## src/rtl/fqs_pkg.sv

```systemverilog
// ----------------------------------------------------------------------------
// fqs_pkg
// Types and constants of the FIFO queue with membership search.
// ----------------------------------------------------------------------------
`default_nettype none

package fqs_pkg;

   localparam int DEPTH  = 16;
   localparam int IDX_W  = $clog2(DEPTH);
   localparam int CNT_W  = 5;
   localparam int DATA_W = 32;

   localparam logic [1:0] MODE_ENQ        = 2'd0;
   localparam logic [1:0] MODE_DEQ        = 2'd1;
   localparam logic [1:0] MODE_SEARCH     = 2'd2;
   localparam logic [1:0] MODE_ENQ_ABSENT = 2'd3;

   localparam logic [1:0] ST_OK    = 2'd0;
   localparam logic [1:0] ST_EMPTY = 2'd1;
   localparam logic [1:0] ST_FULL  = 2'd2;
   localparam logic [1:0] ST_DUP   = 2'd3;

   localparam logic [CNT_W-1:0] FULL_COUNT = CNT_W'(DEPTH);

   typedef struct packed {
      logic [1:0]         mode;
      logic signed [31:0] value;
   } req_type;

   typedef struct packed {
      logic [1:0]         status;
      logic signed [31:0] data_out;
      logic               found;
      logic [CNT_W-1:0]   count;
      logic               is_empty;
   } rsp_type;

   typedef struct packed {
      logic load;
      logic issue;
      logic commit;
   } ctl_cmd_type;

   typedef struct packed {
      logic issue_done;
      logic pending;
   } ctl_status_type;

   typedef enum logic [2:0] {
      S_IDLE   = 3'b001,
      S_SCAN   = 3'b010,
      S_COMMIT = 3'b100
   } ctl_state_type;

endpackage

`default_nettype wire

```

## src/rtl/fqs_ram.sv

```systemverilog
// ----------------------------------------------------------------------------
// fqs_ram
// Generic simple dual-port RAM, one write port, one registered read port.
// ----------------------------------------------------------------------------
`default_nettype none

module fqs_ram #(
   parameter int WIDTH = 32,
   parameter int DEPTH = 16
) (
   input  wire logic                     clock,
   input  wire logic                     wr_en,
   input  wire logic [$clog2(DEPTH)-1:0] wr_addr,
   input  wire logic [WIDTH-1:0]         wr_data,
   input  wire logic                     rd_en,
   input  wire logic [$clog2(DEPTH)-1:0] rd_addr,
   output      logic [WIDTH-1:0]         rd_data
);

   logic [WIDTH-1:0] mem_ff [DEPTH];
   logic [WIDTH-1:0] rd_data_ff;

   always_ff @(posedge clock) begin
      if (wr_en) begin
         mem_ff[wr_addr] <= wr_data;
      end
      if (rd_en) begin
         rd_data_ff <= mem_ff[rd_addr];
      end
   end

   assign rd_data = rd_data_ff;

endmodule

`default_nettype wire

```

## src/rtl/fqs_ctrl.sv

```systemverilog
// ----------------------------------------------------------------------------
// fqs_ctrl
// Sequencer: load a transaction, scan the live entries, commit the result.
// ----------------------------------------------------------------------------
`default_nettype none

module fqs_ctrl (
   input  wire logic                   clock,
   input  wire logic                   reset,
   input  wire logic                   start,
   input  wire fqs_pkg::ctl_status_type sts,
   output      fqs_pkg::ctl_cmd_type    cmd,
   output      logic                    busy
);

   import fqs_pkg::*;

   ctl_state_type state_ff;
   ctl_state_type state_in;

   always_comb begin
      state_in   = state_ff;
      cmd        = '0;
      unique case (state_ff)
         S_IDLE: begin
            if (start) begin
               cmd.load = 1'b1;
               state_in = S_SCAN;
            end
         end
         S_SCAN: begin
            cmd.issue = !sts.issue_done;
            if (sts.issue_done && !sts.pending) begin
               state_in = S_COMMIT;
            end
         end
         S_COMMIT: begin
            cmd.commit = 1'b1;
            state_in   = S_IDLE;
         end
         default: begin
            state_in = S_IDLE;
         end
      endcase
   end

   always_ff @(posedge clock) begin
      if (reset) begin
         state_ff <= S_IDLE;
      end else begin
         state_ff <= state_in;
      end
   end

   assign busy = (state_ff != S_IDLE);

endmodule

`default_nettype wire

```

## src/rtl/fqs_datapath.sv

```systemverilog
// ----------------------------------------------------------------------------
// fqs_datapath
// Ring pointers, entry memory, key compare and response register.
// ----------------------------------------------------------------------------
`default_nettype none

module fqs_datapath (
   input  wire logic                    clock,
   input  wire logic                    reset,
   input  wire fqs_pkg::req_type         req_data,
   input  wire fqs_pkg::ctl_cmd_type     cmd,
   output      fqs_pkg::ctl_status_type  sts,
   output      logic                     rsp_valid,
   output      fqs_pkg::rsp_type         rsp_data
);

   import fqs_pkg::*;

   logic [IDX_W-1:0]  head_ff, head_in;
   logic [IDX_W-1:0]  tail_ff, tail_in;
   logic [CNT_W-1:0]  count_ff, count_in;
   logic [CNT_W-1:0]  rd_idx_ff, rd_idx_in;
   logic              cmp_vld_ff;
   logic              cmp_first_ff;
   logic              found_ff, found_in;
   logic [DATA_W-1:0] head_data_ff, head_data_in;
   req_type           req_ff;
   rsp_type           rsp_ff, rsp_in;
   logic              rsp_valid_ff;

   logic [IDX_W-1:0]  rd_addr;
   logic [DATA_W-1:0] rd_data;
   logic              wr_en;
   logic              do_push;

   assign rd_addr = head_ff + rd_idx_ff[IDX_W-1:0];

   fqs_ram #(
      .WIDTH (DATA_W),
      .DEPTH (DEPTH)
   ) u_ram (
      .clock   (clock),
      .wr_en   (wr_en),
      .wr_addr (tail_ff),
      .wr_data (req_ff.value),
      .rd_en   (cmd.issue),
      .rd_addr (rd_addr),
      .rd_data (rd_data)
   );

   assign sts.issue_done = (rd_idx_ff == count_ff);
   assign sts.pending    = cmp_vld_ff;

   always_comb begin
      found_in     = found_ff;
      head_data_in = head_data_ff;
      rd_idx_in    = rd_idx_ff;
      if (cmd.load) begin
         found_in  = 1'b0;
         rd_idx_in = '0;
      end else begin
         if (cmp_vld_ff && (rd_data == req_ff.value)) begin
            found_in = 1'b1;
         end
         if (cmp_vld_ff && cmp_first_ff) begin
            head_data_in = rd_data;
         end
         if (cmd.issue) begin
            rd_idx_in = rd_idx_ff + CNT_W'(1);
         end
      end
   end

   always_comb begin
      head_in         = head_ff;
      tail_in         = tail_ff;
      count_in        = count_ff;
      do_push         = 1'b0;
      rsp_in.status   = ST_OK;
      rsp_in.data_out = '0;
      rsp_in.found    = found_ff;
      case (req_ff.mode)
         MODE_ENQ: begin
            if (count_ff == FULL_COUNT) begin
               rsp_in.status = ST_FULL;
            end else begin
               do_push = 1'b1;
            end
         end
         MODE_DEQ: begin
            if (count_ff == '0) begin
               rsp_in.status = ST_EMPTY;
            end else begin
               rsp_in.data_out = head_data_ff;
               head_in         = head_ff + IDX_W'(1);
               count_in        = count_ff - CNT_W'(1);
            end
         end
         MODE_SEARCH: begin
         end
         default: begin
            if (found_ff) begin
               rsp_in.status = ST_DUP;
            end else if (count_ff == FULL_COUNT) begin
               rsp_in.status = ST_FULL;
            end else begin
               do_push = 1'b1;
            end
         end
      endcase
      if (do_push) begin
         tail_in  = tail_ff + IDX_W'(1);
         count_in = count_ff + CNT_W'(1);
      end
      rsp_in.count    = count_in;
      rsp_in.is_empty = (count_in == '0);
   end

   assign wr_en = cmd.commit && do_push;

   always_ff @(posedge clock) begin
      if (reset) begin
         head_ff      <= '0;
         tail_ff      <= '0;
         count_ff     <= '0;
         cmp_vld_ff   <= 1'b0;
         rsp_valid_ff <= 1'b0;
      end else begin
         cmp_vld_ff   <= cmd.issue;
         rsp_valid_ff <= cmd.commit;
         if (cmd.commit) begin
            head_ff  <= head_in;
            tail_ff  <= tail_in;
            count_ff <= count_in;
         end
      end
   end

   always_ff @(posedge clock) begin
      if (cmd.load) begin
         req_ff <= req_data;
      end
      if (cmd.commit) begin
         rsp_ff <= rsp_in;
      end
      cmp_first_ff <= cmd.issue && (rd_idx_ff == '0);
      rd_idx_ff    <= rd_idx_in;
      found_ff     <= found_in;
      head_data_ff <= head_data_in;
   end

   assign rsp_valid = rsp_valid_ff;
   assign rsp_data  = rsp_ff;

endmodule

`default_nettype wire

```

## src/rtl/fifo_queue_with_search_unit.sv

```systemverilog
// Each transaction scans all live entries, one per cycle, before the result strobe;
// an empty queue has no entries to scan. Transactions are handled one at a time;
// busy is high from accept until commit, and a new start is taken on the strobe cycle.
// Reset clears pointers and count; entry contents stay undefined until written.
// The result strobe lasts one cycle and cannot be stalled.
// ----------------------------------------------------------------------------
// fifo_queue_with_search_unit
// FIFO queue of signed 32-bit values with membership search and
// enqueue-if-absent.
// ----------------------------------------------------------------------------
`default_nettype none

module fifo_queue_with_search_unit (
   input  wire logic             clock,
   input  wire logic             reset,
   input  wire logic             start,
   output      logic             busy,
   input  wire fqs_pkg::req_type req_data,
   output      logic             rsp_valid,
   output      fqs_pkg::rsp_type rsp_data
);

   import fqs_pkg::*;

   ctl_cmd_type    cmd;
   ctl_status_type sts;

   fqs_ctrl u_ctrl (
      .clock (clock),
      .reset (reset),
      .start (start),
      .sts   (sts),
      .cmd   (cmd),
      .busy  (busy)
   );

   fqs_datapath u_datapath (
      .clock     (clock),
      .reset     (reset),
      .req_data  (req_data),
      .cmd       (cmd),
      .sts       (sts),
      .rsp_valid (rsp_valid),
      .rsp_data  (rsp_data)
   );

endmodule

`default_nettype wire

```

## config.mk

```make
export PLATFORM = sky130hd
export DESIGN_NAME = fifo_queue_with_search_unit
export DESIGN_NICKNAME = d
export VERILOG_FILES = /design/src/rtl/fqs_pkg.sv /design/src/rtl/fqs_ram.sv /design/src/rtl/fqs_ctrl.sv /design/src/rtl/fqs_datapath.sv /design/src/rtl/fifo_queue_with_search_unit.sv
export SDC_FILE = /design/constraint.sdc
export NUM_CORES = 1
export LEC_CHECK = 0
export BUFFER_PORTS_ARGS = -buffer_cell sky130_fd_sc_hd__buf_2
export CAP_MARGIN = 20
export CORE_MARGIN = 2
export CORE_UTILIZATION = 65
export DETAILED_ROUTE_END_ITERATION = 10
export GPL_ROUTABILITY_DRIVEN = 0
export PLACE_DENSITY = 0.83
export SLEW_MARGIN = 20
export SYNTH_ARGS = -nofsm -noshare
export SYNTH_HDL_FRONTEND = slang
export SYNTH_SLANG_ARGS = --single-unit
```

## constraint.sdc

```tcl
create_clock -name clock -period 7.2 [get_ports clock]
set_input_delay 0 -clock clock [delete_from_list [all_inputs] [get_ports clock]]
set_output_delay 0 -clock clock [all_outputs]
set_load 0.01 [all_outputs]
```

==> impl_metrics.toml, run 1 <==
[cts]
clockBufferDepth = 3
cts-buffers-inserted = 66
cts-root-buf = "clkbuf_16"
path_clk_slew_ps = 60
ctsHtreeMaxLevel = 3
cts_tree = "done"
clock_sinks = 676
clk_latency_ps = 590
post_cts_buffers = 0

[sta]
worst_slew_pin_slew_ps = 1092
relSlewSlack = 0.2722
fmax_mhz = 257.7
period_share = 0.5390
hold_viol = 0
final_max_slew_viol_count = 0
rsz0062_at_grt = "false"
layout_min_cycle_time_ps = 3881
finalSetupViolations = 0
finalSetupTns_ps = 0
whs_ps = 120.9
fin_skew_ps = 22.11
setup_ws_ps = 3319

[grt]
grtUsageTotal = 0.2884
grt-ovfl-total = 0
grt_max_degree = 77
grt_pass1_vias = 13310
antenna_found_initial = 0
grt_pass1_wl_um = 85250

[floorplanning]
coreArea_mm2 = 0.03946
rows = 73
fp.dieH_um = 203.3
start_util = 0.6543
die_w_um = 203.3
fp.dieArea_mm2 = 0.04133
io_pins = 80

[route]
drc = 0
antenna_left = 0
routed_wl_um = 57780
viasPerCell = 6.635
drt_iter0_markers = 1713
dr.pass1.iters = 7
avgRoutedWirePerCell_um = 29.05
vias = 13200

[final_layout]
nNetsFinal = 1471
drive_gt1_frac = 0.2404
final_util = 0.7431
area_growth_pct = 13.58
finalNonFillerCells = 1989
fin_area_mm2 = 0.02932
antenna_cells = 0

[synthesis]
yosysUniqueCellTypes = 57
ys_ff_latch = 676
synth_top_area_share = 0.7572
synthTopCellsByArea = "edfxtp_1 76%, mux4_2 11%, dfxtp_1 1.9%, and2_1 1.5%, nand2_1 1.1%"
yosys_warnings = 0
synth_nets = 1322
synth_edf_count = 651
synth-async-reset-ratio = 0
syn_inst = 1272
synth_top_area_cell = "edfxtp_1"
ys_seq_area_frac = 0.7766
synthFlopType = "edfxtp_1"
syn_area_mm2 = 0.02582
syn_avg_cell_area_um2 = 20.30

[critical_path]
start_kind = "flip-flop"
cp_data_required_time_ps = 7480
end_kind = "flip-flop"
path_class = "flip-flop to flip-flop"
cp_max_fo = 76
cp_data_arrival_time_ps = 4160

[placed_design]
postPlaceCellArea_mm2 = 0.02697
dp_cells = 1841
dp.final_hpwl_um = 27820
preCtsSetupSlack_ps = 3375
port_buffers = 79

[power]
p_leak_nw = 9.446
swShare = 0.1947
power_density_mw_per_mm2 = 262.1
power.share.clock = 0.419
internal_power_mw = 6.188
switching_power_mw = 1.496
power_frac_comb = 0.010
max-vdd-ir-drop_v = 0.0001617
seq_power_share = 0.571
p_total_mw = 7.685

[outcome]
run_status = "finished clean"

[min_path]
hold_class = "input pin to flip-flop"

[flow_run]
maxCapViolCount = 0
logic make-up after synthesis:
logic type               count (synthesis)  synth area share
adder cells (fa/ha/maj)                 13          0.006591
flip-flops                             676            0.7766
AO/OA/AOI/OAI                          102           0.02719
buffers and inverters                   71           0.01270
multiplexers                           135            0.1144
AND/OR/NAND/NOR                        225           0.04527
XOR/XNOR                                50           0.01725
power groups by stage:
stage	registers (mW)	logic, mW	clock network, mW
after detailed placement	4.47	0.0584	0
final	4.39	0.0750	3.22
after floorplan	4.45	0.0279	0
after CTS	4.39	0.0753	3.24
after global routing	4.40	0.0802	3.38
after global placement	4.47	0.0573	0
final cells by class:
cell class,count,area (um^2)
Fill cell,2103,10140
Tap cell,525,656.9
Sequential cell,676,20050
Clock buffer,86,1789
Inverter,10,37.54
Multi-Input combinational cell,525,5615
Clock inverter,25,187.7
Timing Repair Buffer,142,985.9
path summary, 6_finish.rpt:
check | from | end | slack, ps | cells after the start
setup / recovery | u_datapath.rd_idx_ff[0] | u_datapath.u_ram.rd_data[0] | 3320 | 8
hold reg to reg | u_datapath.u_ram.rd_data[5] | u_datapath.head_data_ff[5] | 470 | 0
setup reg to reg | u_datapath.rd_idx_ff[0] | u_datapath.u_ram.rd_data[0] | 3320 | 8
hold / removal | req_data[17] | u_datapath.req_ff[17] | 120 | 2
critical path: stages (launching register included):
cell and delay, ps:
dfxtp_1 490, ha_4 190, inv_1 50, fa_4 1360, buf_12 490, mux4_2 410, and2_1 200, a211oi_1 270
a31oi_1 80
state kept, by name (all words and copies together) (netlist names):
signal and flops:
u_datapath.rsp_valid 1, u_datapath.rsp_data 41, u_datapath.found_ff 1, u_datapath.u_ram.rd_data 32, u_datapath.head_ff 4, u_datapath.u_ram.mem_ff 512, u_datapath.cmp_vld_ff 1, u_datapath.rd_idx_ff 5
u_datapath.req_ff 34, u_datapath.count_ff 5, u_datapath.head_data_ff 32, u_ctrl.state_ff 3, u_datapath.cmp_first_ff 1, u_datapath.tail_ff 4
layer usage:
layer / GRT usage / share of wire / vias up
li1: - / - / 5419
met3: 0.04442 / 0.092 / 144
met4: 0.1197 / 0.037 / 0
met1: 0.3962 / 0.37 / 6744
met5: 0 / 0 / -
met2: 0.4731 / 0.51 / 891
cells in the mapped netlist, types with 4 or more instances:
master	n
a31oi_1	34
a211oi_1	32
nor4_1	8
xor2_1	26
mux2i_1	7
ha_1	12
nor2_1	33
edfxtp_1	651
dfxtp_1	25
mux4_2	128
a21oi_1	8
buf_2	12
buf_4	12
nand4_1	9
clkbuf_1	32
buf_1	4
inv_1	10
nor3_1	8
and2_1	62
o21ai_0	10
xnor2_1	23
nand2_1	76
nand2b_1	4
layout by cell type (no fill, tap or decap), types with 8 or more instances in the layout:
cell / Yosys / routed
a211oi_1: 32 / 32
a21oi_1: 8 / 8
a31oi_1: 34 / 34
and2_1: 62 / 62
buf_2: 12 / 79
buf_4: 12 / 24
clkbuf_1: 32 / 16
clkbuf_16: 0 / 68
clkinv_1: 0 / 11
dfxtp_1: 25 / 25
dlygate4sd3_1: 0 / 37
edfxtp_1: 651 / 651
ha_1: 12 / 11
inv_1: 10 / 8
mux4_2: 128 / 128
nand2_1: 76 / 76
nand4_1: 9 / 9
nor2_1: 33 / 21
nor2_4: 0 / 12
nor4_1: 8 / 8
o21ai_0: 10 / 10
xnor2_1: 23 / 22
xor2_1: 26 / 25
what timing repair did:
| item | CTS | global route |
|---|---|---|
| hold buffers | 37 | 0 |
| hold endpoints to repair | 52 | 0 |
| gates resized for setup | 0 | 0 |
Note: power is estimated with default switching activity, not from simulation.
==> inputs of run 2 (changes only) <==
--- a/config.mk
+++ b/config.mk
@@ -5,13 +5,14 @@
 export SDC_FILE = /design/constraint.sdc
 export NUM_CORES = 1
 export LEC_CHECK = 0
+export ABC_AREA = 1
 export BUFFER_PORTS_ARGS = -buffer_cell sky130_fd_sc_hd__buf_2
 export CAP_MARGIN = 20
 export CORE_MARGIN = 2
-export CORE_UTILIZATION = 65
+export CORE_UTILIZATION = 56
 export DETAILED_ROUTE_END_ITERATION = 10
 export GPL_ROUTABILITY_DRIVEN = 0
-export PLACE_DENSITY = 0.83
+export PLACE_DENSITY = 0.76
 export SLEW_MARGIN = 20
 export SYNTH_ARGS = -nofsm -noshare
 export SYNTH_HDL_FRONTEND = slang
==> constraint.sdc (replaced) <==
create_clock -name clock -period 3.5 [get_ports clock]
set_input_delay 0 -clock clock [delete_from_list [all_inputs] [get_ports clock]]
set_output_delay 0 -clock clock [all_outputs]
set_load 0.01 [all_outputs]
==> run 2 against run 1 <==
  * Clock skew grew 12 ps
  * Critical path depth grew 2
  * Count of clock-buffer cells in the layout grew 2
  * Maximum frequency grew 29%
  * First-iteration DRC count grew 26%
==> impl_metrics.toml, run 2 <==
[cts]
clockBufferDepth = 3
cts-root-buf = "clkbuf_16"
ctsHtreeMaxLevel = 3
cts_hold_buf = 36
cts-resized-gates = 0
cts-buffers-inserted = 69
post_cts_buffers = 0
path_clk_slew_ps = 60
clock_sinks = 676
cts_tree = "done"
clk_latency_ps = 610

[outcome]
run_status = "finished clean"

[route]
viasPerCell = 5.694
avgRoutedWirePerCell_um = 20.52
dr.pass1.iters = 5
drt_iter0_markers = 2165
drc = 0
vias = 17040
routed_wl_um = 61420
antenna_left = 0

[sta]
fmax_mhz = 332.8
hold_viol = 0
relSlewSlack = 0.3734
finalSetupViolations = 0
rsz0062_at_grt = "false"
fin_skew_ps = 34.08
finalSetupTns_ps = 0
layout_min_cycle_time_ps = 3005
period_share = 0.8584
worst_slew_pin_slew_ps = 937.6
final_max_slew_viol_count = 0

[synthesis]
yosysUniqueCellTypes = 35
synth_top_area_share = 0.7180
synthFlopType = "edfxtp_1"
synth_top_area_cell = "edfxtp_1"
ys_ff_latch = 676
syn_inst = 2195
syn_avg_cell_area_um2 = 12.40
ys_seq_area_frac = 0.7364
ys_top_cells_by_count = "651 x edfxtp_1, 367 x inv_1, 226 x nand2_1"
synth-async-reset-ratio = 0
synth_nets = 2245
syn_area_mm2 = 0.02722
yosysMostFrequentCell = "edfxtp_1"
synth_edf_count = 651
synthTopCellsByArea = "edfxtp_1 72%, inv_1 5.1%, a21oi_1 3.8%, o21ai_0 3.7%, nand2_1 3.1%"
yosys_warnings = 0

[final_layout]
multiInputGateArea_mm2 = 0.005465
seq_area_mm2 = 0.02005
drive_gt1_frac = 0.1090
largest_register_ffs = 512
finalNonFillerCells = 2993
fill_cells = 3347
nNetsFinal = 2377
final_cell_mix = "651 x edfxtp_1, 367 x inv_1, 226 x nand2_1, 209 x a21oi_1, 203 x o21ai_0"
regMostFlops = "u_datapath.u_ram.mem_ff"
area_growth_pct = 14.83
mostFrequentLayoutCell = "edfxtp_1"

[placed_design]
dp_cells = 2834
dp.final_hpwl_um = 34000
port_buffers = 79

[grt]
grt_max_degree = 113
grt_pass1_wl_um = 93850
grtUsageTotal = 0.2467
grt-ovfl-total = 0
antenna_found_initial = 3
grt_pass1_vias = 16440

[critical_path]
cp_max_fo = 19
worst_path_max_delay_cell = "nor2_4"
cp_data_required_time_ps = 3790
cp_data_arrival_time_ps = 3290
path_cells = "inv_1 > ha_1 > nand3_2 > inv_1 > nand2_1 > o21ai_2 > nor2_2 > nand2_1 > nor2_4 > buf_12"
path_class = "flip-flop to flip-flop"
end_kind = "flip-flop"
max_stage_delay_ps = 530
start_kind = "flip-flop"

[min_path]
hold_class = "input pin to flip-flop"

[floorplanning]
start_util = 0.5690
fp.dieArea_mm2 = 0.05040
rows = 80
fp.dieH_um = 224.5
coreArea_mm2 = 0.04785
die_w_um = 224.5
io_pins = 80

[power]
max-vdd-ir-drop_v = 0.0003381
power_density_mw_per_mm2 = 538.8
p_leak_nw = 11.61

[flow_run]
maxCapViolCount = 0
[run 2: cell types whose count changed in the layout (fill, tap and decap cells not counted), moves of 62 or more]
cell | previous run | this run
o21ai_0 | 10 | 203
nand2_1 | 76 | 226
nand3_1 | 3 | 117
inv_1 | 8 | 367
o211ai_1 | 2 | 70
mux4_2 | 128 | 0
a21oi_1 | 8 | 209
and2_1 | 62 | 0
[run 2: area by class of cell]
| class | count | share of cell area |
|---|---|---|
| diodes | 1 | 0.00008005 |
| clock buffers | 88 | 0.05956 |
| clock inverters | 33 | 0.009406 |
| inverters | 371 | 0.04455 |
| multi-input cells | 1038 | 0.1748 |
| flip-flops and latches | 676 | 0.6413 |
| well taps | 615 | 0.02461 |
| repair buffers | 171 | 0.04563 |
[run 2: through the flow]
step / hold slack [ps] / worst slack (ps) / power (mW) / instance area, um^2 / util
global placement: 178.7 / 580.5 / 9.840 / 28720 / 0.6003
finish: 109.8 / 495.5 / 16.84 / 31260 / 0.6534
floorplan: 98.87 / 370.8 / 9.617 / 27230 / -
global route: 107.7 / 355.5 / 17.29 / 31260 / 0.6533
detailed placement: 178.1 / 557.2 / 9.875 / 28720 / 0.6003
CTS: 80.30 / 512.5 / 16.90 / 31240 / 0.6529
[run 2: worst paths after layout]
kind                          start                              to  slack, ps  cells past startpoint
min                    req_data[30]           u_datapath.req_ff[30]        110                      2
max          u_datapath.count_ff[1]  u_datapath.u_ram.mem_ff[1][26]        500                     10
max reg2reg  u_datapath.count_ff[1]  u_datapath.u_ram.mem_ff[1][26]        500                     10
min reg2reg     u_datapath.found_ff          u_datapath.rsp_data[6]        460                      0
[run 2: worst max-delay path: cells and delay by family (launching register included)]
family	cells	cell delay, ps
simple gates	5	1440
flops	1	460
buf+inv	3	420
fa+ha+maj	1	230
compound gates	1	110
[run 2: report_power, final]
group	switching, mW	internal, mW	total, mW
clock network	2.97	4.13	7.10
registers	0.171	9.06	9.23
logic	0.338	0.172	0.510
[run 2: kinds of logic after synthesis]
family,Yosys count,share of synthesized area
compound gates,542,0.1076
xor+xnor,22,0.008319
fa+ha+maj,13,0.006250
buf+inv,481,0.06894
flops,676,0.7364
mux,6,0.002206
simple gates,455,0.07022
[run 2: routing by layer]
layer / up-vias / GRT usage / share of wire
met5: - / 0 / 0
met4: 0 / 0.09357 / 0.030
met3: 117 / 0.04729 / 0.094
met2: 798 / 0.3815 / 0.46
met1: 8212 / 0.3517 / 0.42
li1: 7915 / - / -
